==> src/hw/rtl/dq_pkg.sv <==
// Package: deque payload types, operation and status codes, default depth.
package dq_pkg;

  localparam int DEPTH_DEF = 64;

  localparam int KIND_W   = 3;
  localparam int VALUE_W  = 32;
  localparam int STATUS_W = 3;

  typedef logic [KIND_W-1:0]          kind_t;
  typedef logic signed [VALUE_W-1:0]  value_t;
  typedef logic [STATUS_W-1:0]        status_t;

  localparam kind_t KIND_PUSH_FRONT = 3'd0;
  localparam kind_t KIND_PUSH_REAR  = 3'd1;
  localparam kind_t KIND_POP_FRONT  = 3'd2;
  localparam kind_t KIND_POP_REAR   = 3'd3;
  localparam kind_t KIND_DUMP       = 3'd4;

  localparam status_t STAT_OK         = 3'd0;
  localparam status_t STAT_UNDERFLOW  = 3'd1;
  localparam status_t STAT_OVERFLOW   = 3'd2;
  localparam status_t STAT_DUMP_ELEM  = 3'd3;
  localparam status_t STAT_DUMP_EMPTY = 3'd4;

endpackage

==> src/hw/rtl/dq_if.sv <==
// Interfaces: command channel and result channel of the deque.
interface dq_in_if;
  logic           valid;
  logic           ready;
  dq_pkg::kind_t  kind;
  dq_pkg::value_t value;

  modport source (output valid, output kind, output value, input ready);
  modport sink   (input valid, input kind, input value, output ready);
endinterface

interface dq_out_if;
  logic            valid;
  logic            ready;
  dq_pkg::status_t status;
  dq_pkg::value_t  value_res;
  logic            last;

  modport source (output valid, output status, output value_res, output last, input ready);
  modport sink   (input valid, input status, input value_res, input last, output ready);
endinterface

==> src/hw/rtl/dq_ram.sv <==
// Element storage: one write port, one registered read port.
module dq_ram #(
  parameter int DEPTH = dq_pkg::DEPTH_DEF,
  parameter int AW    = (DEPTH > 1) ? $clog2(DEPTH) : 1
) (
  input  logic           clk,
  input  logic           we,
  input  logic [AW-1:0]  waddr,
  input  dq_pkg::value_t wdata,
  input  logic           re,
  input  logic [AW-1:0]  raddr,
  output dq_pkg::value_t rdata
);

  dq_pkg::value_t mem [DEPTH];
  dq_pkg::value_t rdata_r;

  always_ff @(posedge clk) begin
    if (we) begin
      mem[waddr] <= wdata;
    end
  end

  // hold read data until the next read
  always_ff @(posedge clk) begin
    if (re) begin
      rdata_r <= mem[raddr];
    end
  end

  assign rdata = rdata_r;

endmodule

==> src/hw/rtl/dq_ctrl.sv <==
// Deque control: head and count, command decode, dump sequencer, result register.
module dq_ctrl #(
  parameter int DEPTH = dq_pkg::DEPTH_DEF,
  parameter int AW    = (DEPTH > 1) ? $clog2(DEPTH) : 1,
  parameter int CW    = $clog2(DEPTH + 1)
) (
  input  logic           clk,
  input  logic           rst_n,
  dq_in_if.sink          in_if,
  dq_out_if.source       out_if,
  output logic           mem_we,
  output logic [AW-1:0]  mem_waddr,
  output dq_pkg::value_t mem_wdata,
  output logic           mem_re,
  output logic [AW-1:0]  mem_raddr,
  input  dq_pkg::value_t mem_rdata
);

  localparam int SW = CW + 1;

  localparam logic [1:0] ST_IDLE = 2'd0;
  localparam logic [1:0] ST_POP  = 2'd1;
  localparam logic [1:0] ST_DUMP = 2'd2;

  localparam logic [AW-1:0] LAST_IDX = AW'(DEPTH - 1);
  localparam logic [CW-1:0] FULL_CNT = CW'(DEPTH);
  localparam logic [SW-1:0] DEPTH_S  = SW'(DEPTH);

  logic [1:0]      state_r, state_nxt;
  logic [AW-1:0]   head_r, head_nxt;
  logic [CW-1:0]   count_r, count_nxt;
  logic [AW-1:0]   dptr_r, dptr_nxt;
  logic [CW-1:0]   rem_r, rem_nxt;

  logic            out_valid_r, out_valid_nxt;
  dq_pkg::status_t out_status_r;
  dq_pkg::value_t  out_value_r;
  logic            out_last_r;

  logic            load;
  dq_pkg::status_t load_status;
  dq_pkg::value_t  load_value;
  logic            load_last;

  logic            out_free;
  logic            accept;
  logic [SW-1:0]   tail_sum;
  logic [AW-1:0]   head_inc;
  logic [AW-1:0]   head_dec;
  logic [AW-1:0]   rear_free;
  logic [AW-1:0]   rear_used;

  function automatic logic [AW-1:0] wrap_idx(input logic [SW-1:0] s);
    logic [SW-1:0] r;
    r = (s >= DEPTH_S) ? s - DEPTH_S : s;
    return r[AW-1:0];
  endfunction

  function automatic logic [AW-1:0] inc_idx(input logic [AW-1:0] i);
    return (i == LAST_IDX) ? '0 : i + 1'b1;
  endfunction

  assign out_free = !out_valid_r || out_if.ready;
  assign in_if.ready = (state_r == ST_IDLE) && out_free;
  assign accept = in_if.valid && in_if.ready;

  assign tail_sum  = SW'(head_r) + SW'(count_r);
  assign head_inc  = inc_idx(head_r);
  assign head_dec  = (head_r == '0) ? LAST_IDX : head_r - 1'b1;
  assign rear_free = wrap_idx(tail_sum);
  assign rear_used = wrap_idx(tail_sum - 1'b1);

  always_comb begin
    state_nxt   = state_r;
    head_nxt    = head_r;
    count_nxt   = count_r;
    dptr_nxt    = dptr_r;
    rem_nxt     = rem_r;
    mem_we      = 1'b0;
    mem_waddr   = rear_free;
    mem_wdata   = in_if.value;
    mem_re      = 1'b0;
    mem_raddr   = head_r;
    load        = 1'b0;
    load_status = dq_pkg::STAT_OK;
    load_value  = '0;
    load_last   = 1'b1;

    case (state_r)
      ST_IDLE: begin
        if (accept) begin
          case (in_if.kind)
            dq_pkg::KIND_PUSH_FRONT, dq_pkg::KIND_PUSH_REAR: begin
              load = 1'b1;
              if (count_r == FULL_CNT) begin
                load_status = dq_pkg::STAT_OVERFLOW;
              end else begin
                mem_we    = 1'b1;
                count_nxt = count_r + 1'b1;
                if (in_if.kind == dq_pkg::KIND_PUSH_FRONT) begin
                  mem_waddr = head_dec;
                  head_nxt  = head_dec;
                end
              end
            end
            dq_pkg::KIND_POP_FRONT, dq_pkg::KIND_POP_REAR: begin
              if (count_r == '0) begin
                load        = 1'b1;
                load_status = dq_pkg::STAT_UNDERFLOW;
              end else begin
                mem_re    = 1'b1;
                count_nxt = count_r - 1'b1;
                state_nxt = ST_POP;
                if (in_if.kind == dq_pkg::KIND_POP_FRONT) begin
                  head_nxt = head_inc;
                end else begin
                  mem_raddr = rear_used;
                end
              end
            end
            dq_pkg::KIND_DUMP: begin
              if (count_r == '0) begin
                load        = 1'b1;
                load_status = dq_pkg::STAT_DUMP_EMPTY;
              end else begin
                mem_re    = 1'b1;
                dptr_nxt  = head_inc;
                rem_nxt   = count_r;
                state_nxt = ST_DUMP;
              end
            end
            default: begin
            end
          endcase
        end
      end
      ST_POP: begin
        if (out_free) begin
          load       = 1'b1;
          load_value = mem_rdata;
          state_nxt  = ST_IDLE;
        end
      end
      ST_DUMP: begin
        if (out_free) begin
          load        = 1'b1;
          load_status = dq_pkg::STAT_DUMP_ELEM;
          load_value  = mem_rdata;
          load_last   = (rem_r == CW'(1));
          if (rem_r == CW'(1)) begin
            state_nxt = ST_IDLE;
          end else begin
            mem_re    = 1'b1;
            mem_raddr = dptr_r;
            dptr_nxt  = inc_idx(dptr_r);
            rem_nxt   = rem_r - 1'b1;
          end
        end
      end
      default: begin
        state_nxt = ST_IDLE;
      end
    endcase

    out_valid_nxt = (out_valid_r && !out_if.ready) || load;
  end

  always_ff @(posedge clk) begin
    if (!rst_n) begin
      state_r     <= ST_IDLE;
      head_r      <= '0;
      count_r     <= '0;
      out_valid_r <= 1'b0;
    end else begin
      state_r     <= state_nxt;
      head_r      <= head_nxt;
      count_r     <= count_nxt;
      out_valid_r <= out_valid_nxt;
    end
  end

  always_ff @(posedge clk) begin
    dptr_r <= dptr_nxt;
    rem_r  <= rem_nxt;
    if (load) begin
      out_status_r <= load_status;
      out_value_r  <= load_value;
      out_last_r   <= load_last;
    end
  end

  assign out_if.valid     = out_valid_r;
  assign out_if.status    = out_status_r;
  assign out_if.value_res = out_value_r;
  assign out_if.last      = out_last_r;

endmodule

==> src/hw/rtl/double_ended_queue_core.sv <==
// Top level: ring-buffer deque of signed 32-bit values.
//
//   channel | dir | handshake        | payload
//   --------+-----+------------------+------------------------------
//   in_if   | in  | valid / ready    | kind[2:0], value[31:0]
//   out_if  | out | valid / ready    | status[2:0], value_res[31:0], last
//
// Push, overflow, underflow, empty dump and unknown kinds keep the sequencer idle.
// Pop: the slot read is registered in the memory, then loaded as the result.
// Dump of N elements: after the first read the memory streams one element per
// cycle while out_if is free, reading the next slot as the current one transfers.
// Reset (rst_n low, synchronous) clears state, head, count and the result valid
// flag, not slot contents or payload. A stalled out_if holds the result register
// and the sequencer, and in_if.ready stays low until the result can move.
module double_ended_queue_core #(
  parameter int DEPTH = dq_pkg::DEPTH_DEF
) (
  input  logic     clk,
  input  logic     rst_n,
  dq_in_if.sink    in_if,
  dq_out_if.source out_if
);

  localparam int AW = (DEPTH > 1) ? $clog2(DEPTH) : 1;
  localparam int CW = $clog2(DEPTH + 1);

  // slot memory port signals
  logic           mem_we;
  logic [AW-1:0]  mem_waddr;
  dq_pkg::value_t mem_wdata;
  logic           mem_re;
  logic [AW-1:0]  mem_raddr;
  dq_pkg::value_t mem_rdata;

  // Decode commands, advance head and count, sequence dumps, hold the result.
  dq_ctrl #(
    .DEPTH (DEPTH),
    .AW    (AW),
    .CW    (CW)
  ) u_ctrl (
    .clk       (clk),
    .rst_n     (rst_n),
    .in_if     (in_if),
    .out_if    (out_if),
    .mem_we    (mem_we),
    .mem_waddr (mem_waddr),
    .mem_wdata (mem_wdata),
    .mem_re    (mem_re),
    .mem_raddr (mem_raddr),
    .mem_rdata (mem_rdata)
  );

  // Hold the elements; read data is registered and held until the next read.
  dq_ram #(
    .DEPTH (DEPTH),
    .AW    (AW)
  ) u_ram (
    .clk   (clk),
    .we    (mem_we),
    .waddr (mem_waddr),
    .wdata (mem_wdata),
    .re    (mem_re),
    .raddr (mem_raddr),
    .rdata (mem_rdata)
  );

endmodule

==> src/flat_wrapper.sv <==
// flat-port wrapper written by rule: the top's interface ports become plain ports
module double_ended_queue_core_flat 
#(
  parameter int DEPTH = dq_pkg::DEPTH_DEF
)
  (clk, rst_n, in_if_valid, in_if_kind, in_if_value, in_if_ready, out_if_valid, out_if_status, out_if_value_res, out_if_last, out_if_ready);
  dq_in_if in_if_i ();
  dq_out_if out_if_i ();
  input  logic clk;
  input  logic rst_n;
  input wire logic [$bits(in_if_i.valid)-1:0] in_if_valid;
  input wire logic [$bits(in_if_i.kind)-1:0] in_if_kind;
  input wire logic [$bits(in_if_i.value)-1:0] in_if_value;
  output wire logic [$bits(in_if_i.ready)-1:0] in_if_ready;
  output wire logic [$bits(out_if_i.valid)-1:0] out_if_valid;
  output wire logic [$bits(out_if_i.status)-1:0] out_if_status;
  output wire logic [$bits(out_if_i.value_res)-1:0] out_if_value_res;
  output wire logic [$bits(out_if_i.last)-1:0] out_if_last;
  input wire logic [$bits(out_if_i.ready)-1:0] out_if_ready;
  assign in_if_i.valid = in_if_valid;
  assign in_if_i.kind = in_if_kind;
  assign in_if_i.value = in_if_value;
  assign in_if_ready = in_if_i.ready;
  assign out_if_valid = out_if_i.valid;
  assign out_if_status = out_if_i.status;
  assign out_if_value_res = out_if_i.value_res;
  assign out_if_last = out_if_i.last;
  assign out_if_i.ready = out_if_ready;
  double_ended_queue_core #(.DEPTH(DEPTH)) u_core (.clk(clk), .rst_n(rst_n), .in_if(in_if_i), .out_if(out_if_i));
endmodule
==> config.mk <==
export PLATFORM = sky130hd
export DESIGN_NAME = double_ended_queue_core_flat
export DESIGN_NICKNAME = d
export VERILOG_FILES = /design/src/hw/rtl/dq_pkg.sv /design/src/hw/rtl/dq_if.sv /design/src/hw/rtl/dq_ram.sv /design/src/hw/rtl/dq_ctrl.sv /design/src/hw/rtl/double_ended_queue_core.sv /design/src/flat_wrapper.sv
export SDC_FILE = /design/constraint.sdc
export NUM_CORES = 2
export LEC_CHECK = 0
export BUFFER_PORTS_ARGS = -buffer_cell sky130_fd_sc_hd__buf_4
export CAP_MARGIN = 0
export CELL_PAD_IN_SITES_DETAIL_PLACEMENT = 1
export CELL_PAD_IN_SITES_GLOBAL_PLACEMENT = 1
export CORE_AREA = 2 2 535 537
export DETAILED_ROUTE_END_ITERATION = 8
export DIE_AREA = 0 0 537 539
export GPL_ROUTABILITY_DRIVEN = 0
export GPL_TIMING_DRIVEN = 0
export HOLD_SLACK_MARGIN = 0.15
export PLACE_DENSITY_LB_ADDON = 0.1
export SKIP_CTS_REPAIR_TIMING = 1
export SLEW_MARGIN = 20
export SYNTH_ARGS = -nofsm -noshare
export SYNTH_HDL_FRONTEND = slang
export SYNTH_SLANG_ARGS = --single-unit
==> constraint.sdc <==
create_clock -name clk -period 8.4 [get_ports clk]
set_clock_uncertainty 0.2 [all_clocks]
set_input_delay 0 -clock clk [delete_from_list [all_inputs] [get_ports clk]]
set_output_delay 0 -clock clk [all_outputs]
set_load 0.1 [all_outputs]
Yosys cells after proc, flatten, opt, wreduce, memory -nomap -nowiden
Memory sizes are Yosys's and may differ from the RTL's. A register that Yosys moved wholly into a read port is not among the register bits. Index checks and enable logic that the tools add are counted.

Add/sub/neg operators: 10. $mul: 0. Divide/modulo/power cells: 0. $lt $le $gt $ge: 2. Equal/unequal tests: 24. Shift operators: 0. Mux-type cells: 69. Bitwise operators: 0. Reduce and logical (&&, ||, !) cells: 23.

Operator list (count): 6-bit two-way mux (25); 7-bit two-way mux (7); 6-bit one-hot mux with 2 select lines (3); 7-bit one-hot mux with 2 select lines (2); 2-bit != test, second input constant (10); 6-bit by 1-bit subtractor with 6-bit output, second input constant (3); 8-bit by 7-bit >= comparator with 1-bit output, second input constant (2); 2-bit two-way mux (8); 1-bit two-way mux (15); 7-bit AND reduction (2); 7-bit by 1-bit subtractor with 7-bit output, second input constant (2); 6-bit by 1-bit adder with 6-bit output, second input constant (2); 6-bit == test, second input constant (2); 3-bit one-hot mux with 3 select lines (1); 6-bit by 7-bit adder with 8-bit output (1); 8-bit by 1-bit subtractor with 8-bit output, second input constant (1); 7-bit by 1-bit adder with 7-bit output, second input constant (1); 7-bit by 1-bit == test with 1-bit output, second input constant (1); 7-bit == test, second input constant (1); 7-bit logical NOT (1); 3-bit by 2-bit == test with 1-bit output, second input constant (2); 6-bit logical NOT (1); 3-bit two-way mux (2); 3-bit != test, second input constant (2); other kinds (21) (31).

Bits in registers: 65. Bits in latches: 0. Bits in writable memories: 2048. Bits in read-only memories: 0. Input port bits: 39. Output and inout port bits: 38. Word-level logic and storage cells: 138. Memories kept: 1.

Memories: u_core.u_ram.mem (words 64, bits a word 32, rd ports 1, clocked after Yosys merged registers in 1, write ports 1, RTL line dq_ram.sv:15) `dq_pkg::value_t mem [DEPTH];`.

Logic depth before layout (Yosys ltp)
Depth in word-level cells: 9. Gate-level depth with buffers: 17. Gate-level depth less buffers: 14.

By module
From an unflattened synthesis, not the netlist that was laid out.

Cells, all modules: 3924. Area total of the unflattened synthesis: 83453.8 um^2.

Modules (own cells, without submodules): dq_ram (instances 1, cells each 3511, area an instance 79359.9 um^2, sequential area each 62459.9 um^2); dq_ctrl (instances 1, cells each 413, area an instance 4093.9 um^2, sequential area each 1791.7 um^2).

Least setup slack after synthesis
Ideal clock, no wire load.

Path kind: register to register. Start point: register u_core.u_ctrl.out_valid_r, in the netlist u_core.u_ctrl.out_if.valid. End point: memory u_core.u_ram.mem[16][0] (netlist name), enable pin. Library setup time: 0.421 ns. Arrival time: 4.185 ns. Required time: 7.779 ns. Setup slack: 3.593 ns. Cell stages (with the launch flop): 12. Path buffers: 2. Period minus slack after synthesis: 4.807 ns. Path through: dfxtp_1 nand2b_1 nand3_1 nor3_1 nand2_1 or2_2 clkbuf_1 nand2_1 o21a_1 or3_1 clkbuf_1 nor2_1.

Cells in the longest elaborated chain, start to end: 8. Elaborated cells between the ends (all ways): 10. Classes of those cells: 6 x mux; 4 x reduce/logical.

Ends and longest elaborated chain: from (decl) (RTL line dq_ctrl.sv:35) `logic out_valid_r, out_valid_nxt;`; from (signal assigned) (RTL line dq_ctrl.sv:178) `out_valid_r <= out_valid_nxt;`; 1-bit logical NOT (*) (RTL line dq_ctrl.sv:63) `assign out_free = !out_valid_r || out_if.ready;`; 1-bit logical OR (*) (RTL line dq_ctrl.sv:63); 1-bit logical AND (*) (RTL line dq_ctrl.sv:64) `assign in_if.ready = (state_r == ST_IDLE) && out_free;`; 1-bit logical AND (*) (RTL line dq_ctrl.sv:65) `assign accept = in_if.valid && in_if.ready;`; 1-bit two-way mux (RTL line dq_ctrl.sv:91) `if (accept) begin`; 1-bit two-way mux (RTL line dq_ctrl.sv:89) `case (state_r)`; 1-bit two-way mux (RTL line dq_ram.sv:19) `if (we) begin`; 1-bit two-way mux (implied by the code) (RTL line dq_ram.sv:20) `mem[waddr] <= wdata;`; to (decl) (RTL line dq_ram.sv:15).

Every way passes the cells marked *; elsewhere a longest branch is shown, timed or not.

Worst setup path after layout
Start point: register u_core.u_ctrl.count_r[0]. End point: register u_core.u_ram.rdata_r[5], in the netlist u_core.u_ram.rdata[5], read port of u_core.u_ram.mem, data pin.

Cells in the longest elaborated chain, start to end: 9. Elaborated cells between the ends (all ways): 15. Classes of those cells: 3 x add/sub; 1 x order compare; 10 x mux; 1 x reduce/logical.

Ends and longest elaborated chain: from (decl) (RTL line dq_ctrl.sv:31) `logic [CW-1:0] count_r, count_nxt;`; from (signal assigned) (RTL line dq_ctrl.sv:177) `count_r <= count_nxt;`; 6-bit by 7-bit adder with 8-bit output (RTL line dq_ctrl.sv:67) `assign tail_sum = SW'(head_r) + SW'(count_r);`; 8-bit by 1-bit subtractor with 8-bit output (RTL line dq_ctrl.sv:71) `assign rear_used = wrap_idx(tail_sum - 1'b1);`; 8-bit by 7-bit >= comparator with 1-bit output / 6-bit by 1-bit subtractor with 6-bit output (equally long branches) (RTL line dq_ctrl.sv:55) `r = (s >= DEPTH_S) ? s - DEPTH_S : s;`; 6-bit two-way mux (RTL line dq_ctrl.sv:55); 6-bit two-way mux (RTL line dq_ctrl.sv:114) `if (in_if.kind == dq_pkg::KIND_POP_FRONT) begin`; 6-bit two-way mux (RTL line dq_ctrl.sv:107) `if (count_r == '0) begin`; 6-bit two-way mux (RTL line dq_ctrl.sv:92) `case (in_if.kind)`; 6-bit two-way mux (RTL line dq_ctrl.sv:91); 6-bit one-hot mux with 2 select lines (RTL line dq_ctrl.sv:89); to (decl) (RTL line dq_ram.sv:16) `dq_pkg::value_t rdata_r;`.

Several ways; a longest one is shown, not always the timed one. A chain may end at the register's enable or synchronous reset.

==> flow_metrics.py <==
metrics = {
    "floorplanning": {
        "dieHeight_um": 539,
        "die_area_um2": 289000,
        "die_w_um": 537,
        "ioPinCount": 77,
        "coreArea_um2": 284000,
        "row_count": 196,
        "start_util": 0.299,
    },
    "timing": {
        "fin_crit_sh": 0.871,
        "tightest_slew_ns": 1.34,
        "fin_crit_ns": 7.32,
        "maxSlewViolCount": 0,
        "fmax_mhz": 137,
        "finalHoldViolations": 0,
        "slew_headroom": 0.106,
        "rsz0062_at_grt": "false",
        "setup_viol": 0,
    },
    "run": {
        "drv_cap": 0,
    },
    "power": {
        "ir_drop_v": 0.000214,
        "p_seq_frac": 0.401,
        "power.density_nw_per_um2": 296,
        "leakagePower_nw": 33.7,
        "p_sw_frac": 0.345,
        "combPwrFrac": 0.262,
        "p_clk_frac": 0.337,
        "p_sw_w": 0.0105,
        "power_w": 0.0304,
        "internal_power_w": 0.0199,
    },
    "critical_path": {
        "r2r.worst_path.cells": 15,
        "crit_fanout": 10,
        "worst_r2r_endpoint": "u_core.u_ram.rdata[5]",
        "r2r_start": "u_core.u_ctrl.count_r[0]",
        "critical_path_class": "reg2reg",
        "critPathArrivalTime_ns": 7.67,
        "cp-end-kind": "flip-flop",
        "cp.required_ns": 8.75,
        "rrSetupSlack_ns": 1.08,
        "cp-start-kind": "flip-flop",
    },
    "drt": {
        "highest_layer": "met5",
        "met1Wirelength_um": 154000,
        "wl_um": 351000,
        "vias": 54122,
        "drt_iter0_drc": 6349,
        "ant_nets": 0,
        "met2WireLength_um": 163000,
        "wire_per_inst_um": 34.6,
        "drc": 0,
        "viasPerCell": 5.32,
        "firstDrtPassIters": 5,
        "dr_wl_met3_um": 20700,
    },
    "place": {
        "dpl.hpwl_um": 242000,
        "io_buffer_count": 75,
    },
    "layout": {
        "fillers": 28963,
        "multi_input_area_um2": 19600,
        "post-route-util": 0.362,
        "nNetsFinal": 6262,
        "area_growth_pct": 21.2,
        "seq_area_um2": 64300,
        "drive_gt1_frac": 0.155,
    },
    "grt": {
        "grt_pass1_vias": 53800,
        "track_usage": 0.236,
        "grt_antenna_before_repair": 46,
        "grt_remaining_overflow": 0,
        "grt_max_degree": 65,
        "grt_pass1_wl_um": 470000,
    },
    "min_path": {
        "hold_path_end": "u_core.u_ctrl.state_r[1]",
        "min_path_type": "in2reg",
        "min_path_cells": 7,
        "min-delay-start": "in_if_kind[1]",
    },
    "logic_synthesis": {
        "yosysSeqAreaShare": 0.757,
        "synthDistinctLibCells": 75,
        "syn_inst": 5615,
        "ys_ff_latch": 2145,
        "synth_area_um2": 84800,
        "syn_avg_cell_area_um2": 15.1,
        "synth.net_count": 5677,
        "synth-main-ff-cell": "edfxtp_1",
        "async_flop_share": 0,
        "synth_edf_count": 2129,
        "yosysWarnings": 0,
    },
    "clocking": {
        "root_buffer": "clkbuf_16",
        "cts_buffer_depth": 4,
        "cts_tree": "yes",
        "clkLatencyLatePin_ns": 0.92,
        "htree_levels": 4,
        "clk_pin_slew_ns": 0.06,
        "cts.sinks": 2145,
        "cts_buffers": 243,
    },
    "outcome": {
        "outcome": "completed",
    },
}
==> worst max-delay path by stage <==
stage | cells after the start | slack, ns | end | from
after detailed placement | 15 | 0.98 | u_core.u_ram.rdata[6] | u_core.u_ctrl.count_r[0]
after global placement | 13 | -0.93 | u_core.u_ram.rdata[20] | u_core.u_ctrl.count_r[0]
final | 15 | 1.08 | u_core.u_ram.rdata[5] | u_core.u_ctrl.count_r[0]
after floorplan | 11 | 3.59 | u_core.u_ram.mem[16][0] | u_core.u_ctrl.out_if.valid
after CTS | 15 | 0.97 | u_core.u_ram.rdata[6] | u_core.u_ctrl.count_r[0]
after global routing | 15 | 0.96 | u_core.u_ram.rdata[22] | u_core.u_ctrl.count_r[0]
==> registers in the layout, summed over array words and instances, names as in the netlist <==
register	flops
u_core.u_ctrl.count_r	7
u_core.u_ctrl.state_r	2
u_core.u_ctrl.out_if.valid	1
u_core.u_ctrl.head_r	6
u_core.u_ctrl.dptr_r	6
u_core.u_ctrl.out_if.status	3
u_core.u_ctrl.out_if.last	1
u_core.u_ram.mem	2048
u_core.u_ram.rdata	32
u_core.u_ctrl.rem_r	7
u_core.u_ctrl.out_if.value_res	32
==> layer usage <==
layer	track usage	vias up
met2	0.376	1770
met3	0.0340	423
met4	0.0788	2
met1	0.331	29148
li1	-	22779
met5	0	-
==> Yosys cell counts, types with 17 or more instances <==
library cell | instances | area [um^2]
a21o_1 | 20 | 150
a21oi_1 | 305 | 1530
a221oi_1 | 89 | 780
a22oi_1 | 58 | 435
a31oi_1 | 40 | 250
and3_1 | 43 | 269
buf_1 | 32 | 120
buf_2 | 122 | 611
buf_4 | 26 | 195
clkbuf_1 | 166 | 623
edfxtp_1 | 2129 | 63900
ha_1 | 21 | 263
mux2i_1 | 119 | 1190
mux4_2 | 154 | 3470
nand2_1 | 1114 | 4180
nand3_1 | 578 | 2890
nand4_1 | 48 | 300
nor2_1 | 151 | 567
nor3_1 | 37 | 185
nor4_1 | 23 | 144
o21ai_0 | 49 | 245
o21ai_1 | 23 | 115
o2bb2ai_1 | 17 | 149
xnor2_1 | 18 | 158
==> power by group through the flow <==
stage	Clock, W	Combinational [W]	Sequential [W]
2_1_floorplan	0	0.00349	0.0130
3_3_place_gp	0	0.00769	0.0124
3_5_place_dp	0	0.00795	0.0124
4_1_cts	0.0105	0.00798	0.0122
5_1_grt	0.0108	0.00839	0.0122
6_report	0.0103	0.00795	0.0122
==> area by class of cell <==
type | instances | area share
diodes | 11 | 0.000268
plain buffers | 355 | 0.0164
clock buffers | 311 | 0.0619
clock inverters | 130 | 0.0107
inverters | 14 | 0.000511
multi-input cells | 3101 | 0.190
flip-flops and latches | 2145 | 0.625
well taps | 3762 | 0.0458
repair buffers | 340 | 0.0496
==> kinds of logic after synthesis <==
logic type,synth area share
compound gates,0.0545
xor+xnor,0.00336
fa+ha+maj,0.00357
buf+inv,0.0201
flops,0.757
mux,0.0555
simple gates,0.106
==> critical path: stages, from the launching register on <==
cell and delay [ns]:
dfxtp_1 0.61, ha_1 0.28, fa_1 0.46, inv_1 0.10, ha_1 0.23, nand4b_1 0.19
nand4_1 0.41, buf_2 0.41, buf_2 0.55, buf_2 0.57, clkbuf_1 0.86, mux4_2 0.45
a22oi_1 0.31, nor2_1 0.07, nor4_1 0.74, nand4_1 0.45
==> through the flow <==
stage          worst slack, ns  instances  TNS (ns)  instance area [um^2]  hold WS, ns
2_1_floorplan             3.59       5615         0                 84800       -0.101
3_3_place_gp            -0.932       9452    -31.28                 90100        0.112
3_5_place_dp             0.981       9610         0                 94100        0.114
4_1_cts                  0.972      10051         0                102000       -0.872
5_1_grt                  0.959      10159         0                103000        0.184
6_report                  1.08      10169         0                103000        0.161
==> cells in the final DEF (no fill, tap or decap), types with 18 or more instances in the layout <==
| master | count |
|---|---|
| a21oi_1 | 304 |
| nand4_1 | 48 |
| mux4_2 | 154 |
| and3_1 | 43 |
| nor2_4 | 66 |
| dlygate4sd3_1 | 95 |
| clkbuf_16 | 244 |
| edfxtp_1 | 2129 |
| nand2_1 | 1114 |
| clkbuf_2 | 22 |
| a31oi_1 | 40 |
| clkinv_2 | 29 |
| buf_2 | 127 |
| mux2i_1 | 119 |
| buf_1 | 27 |
| clkinv_1 | 71 |
| nor3_1 | 35 |
| ha_1 | 21 |
| clkbuf_1 | 210 |
| buf_16 | 63 |
| a21o_1 | 20 |
| nand3_1 | 578 |
| xnor2_1 | 18 |
| nor2_1 | 84 |
| buf_6 | 19 |
| buf_12 | 80 |
| a221oi_1 | 88 |
| o21ai_1 | 23 |
| buf_4 | 116 |
| a22oi_1 | 58 |
| o21ai_0 | 48 |
Note: power is estimated with default switching activity, not from simulation.
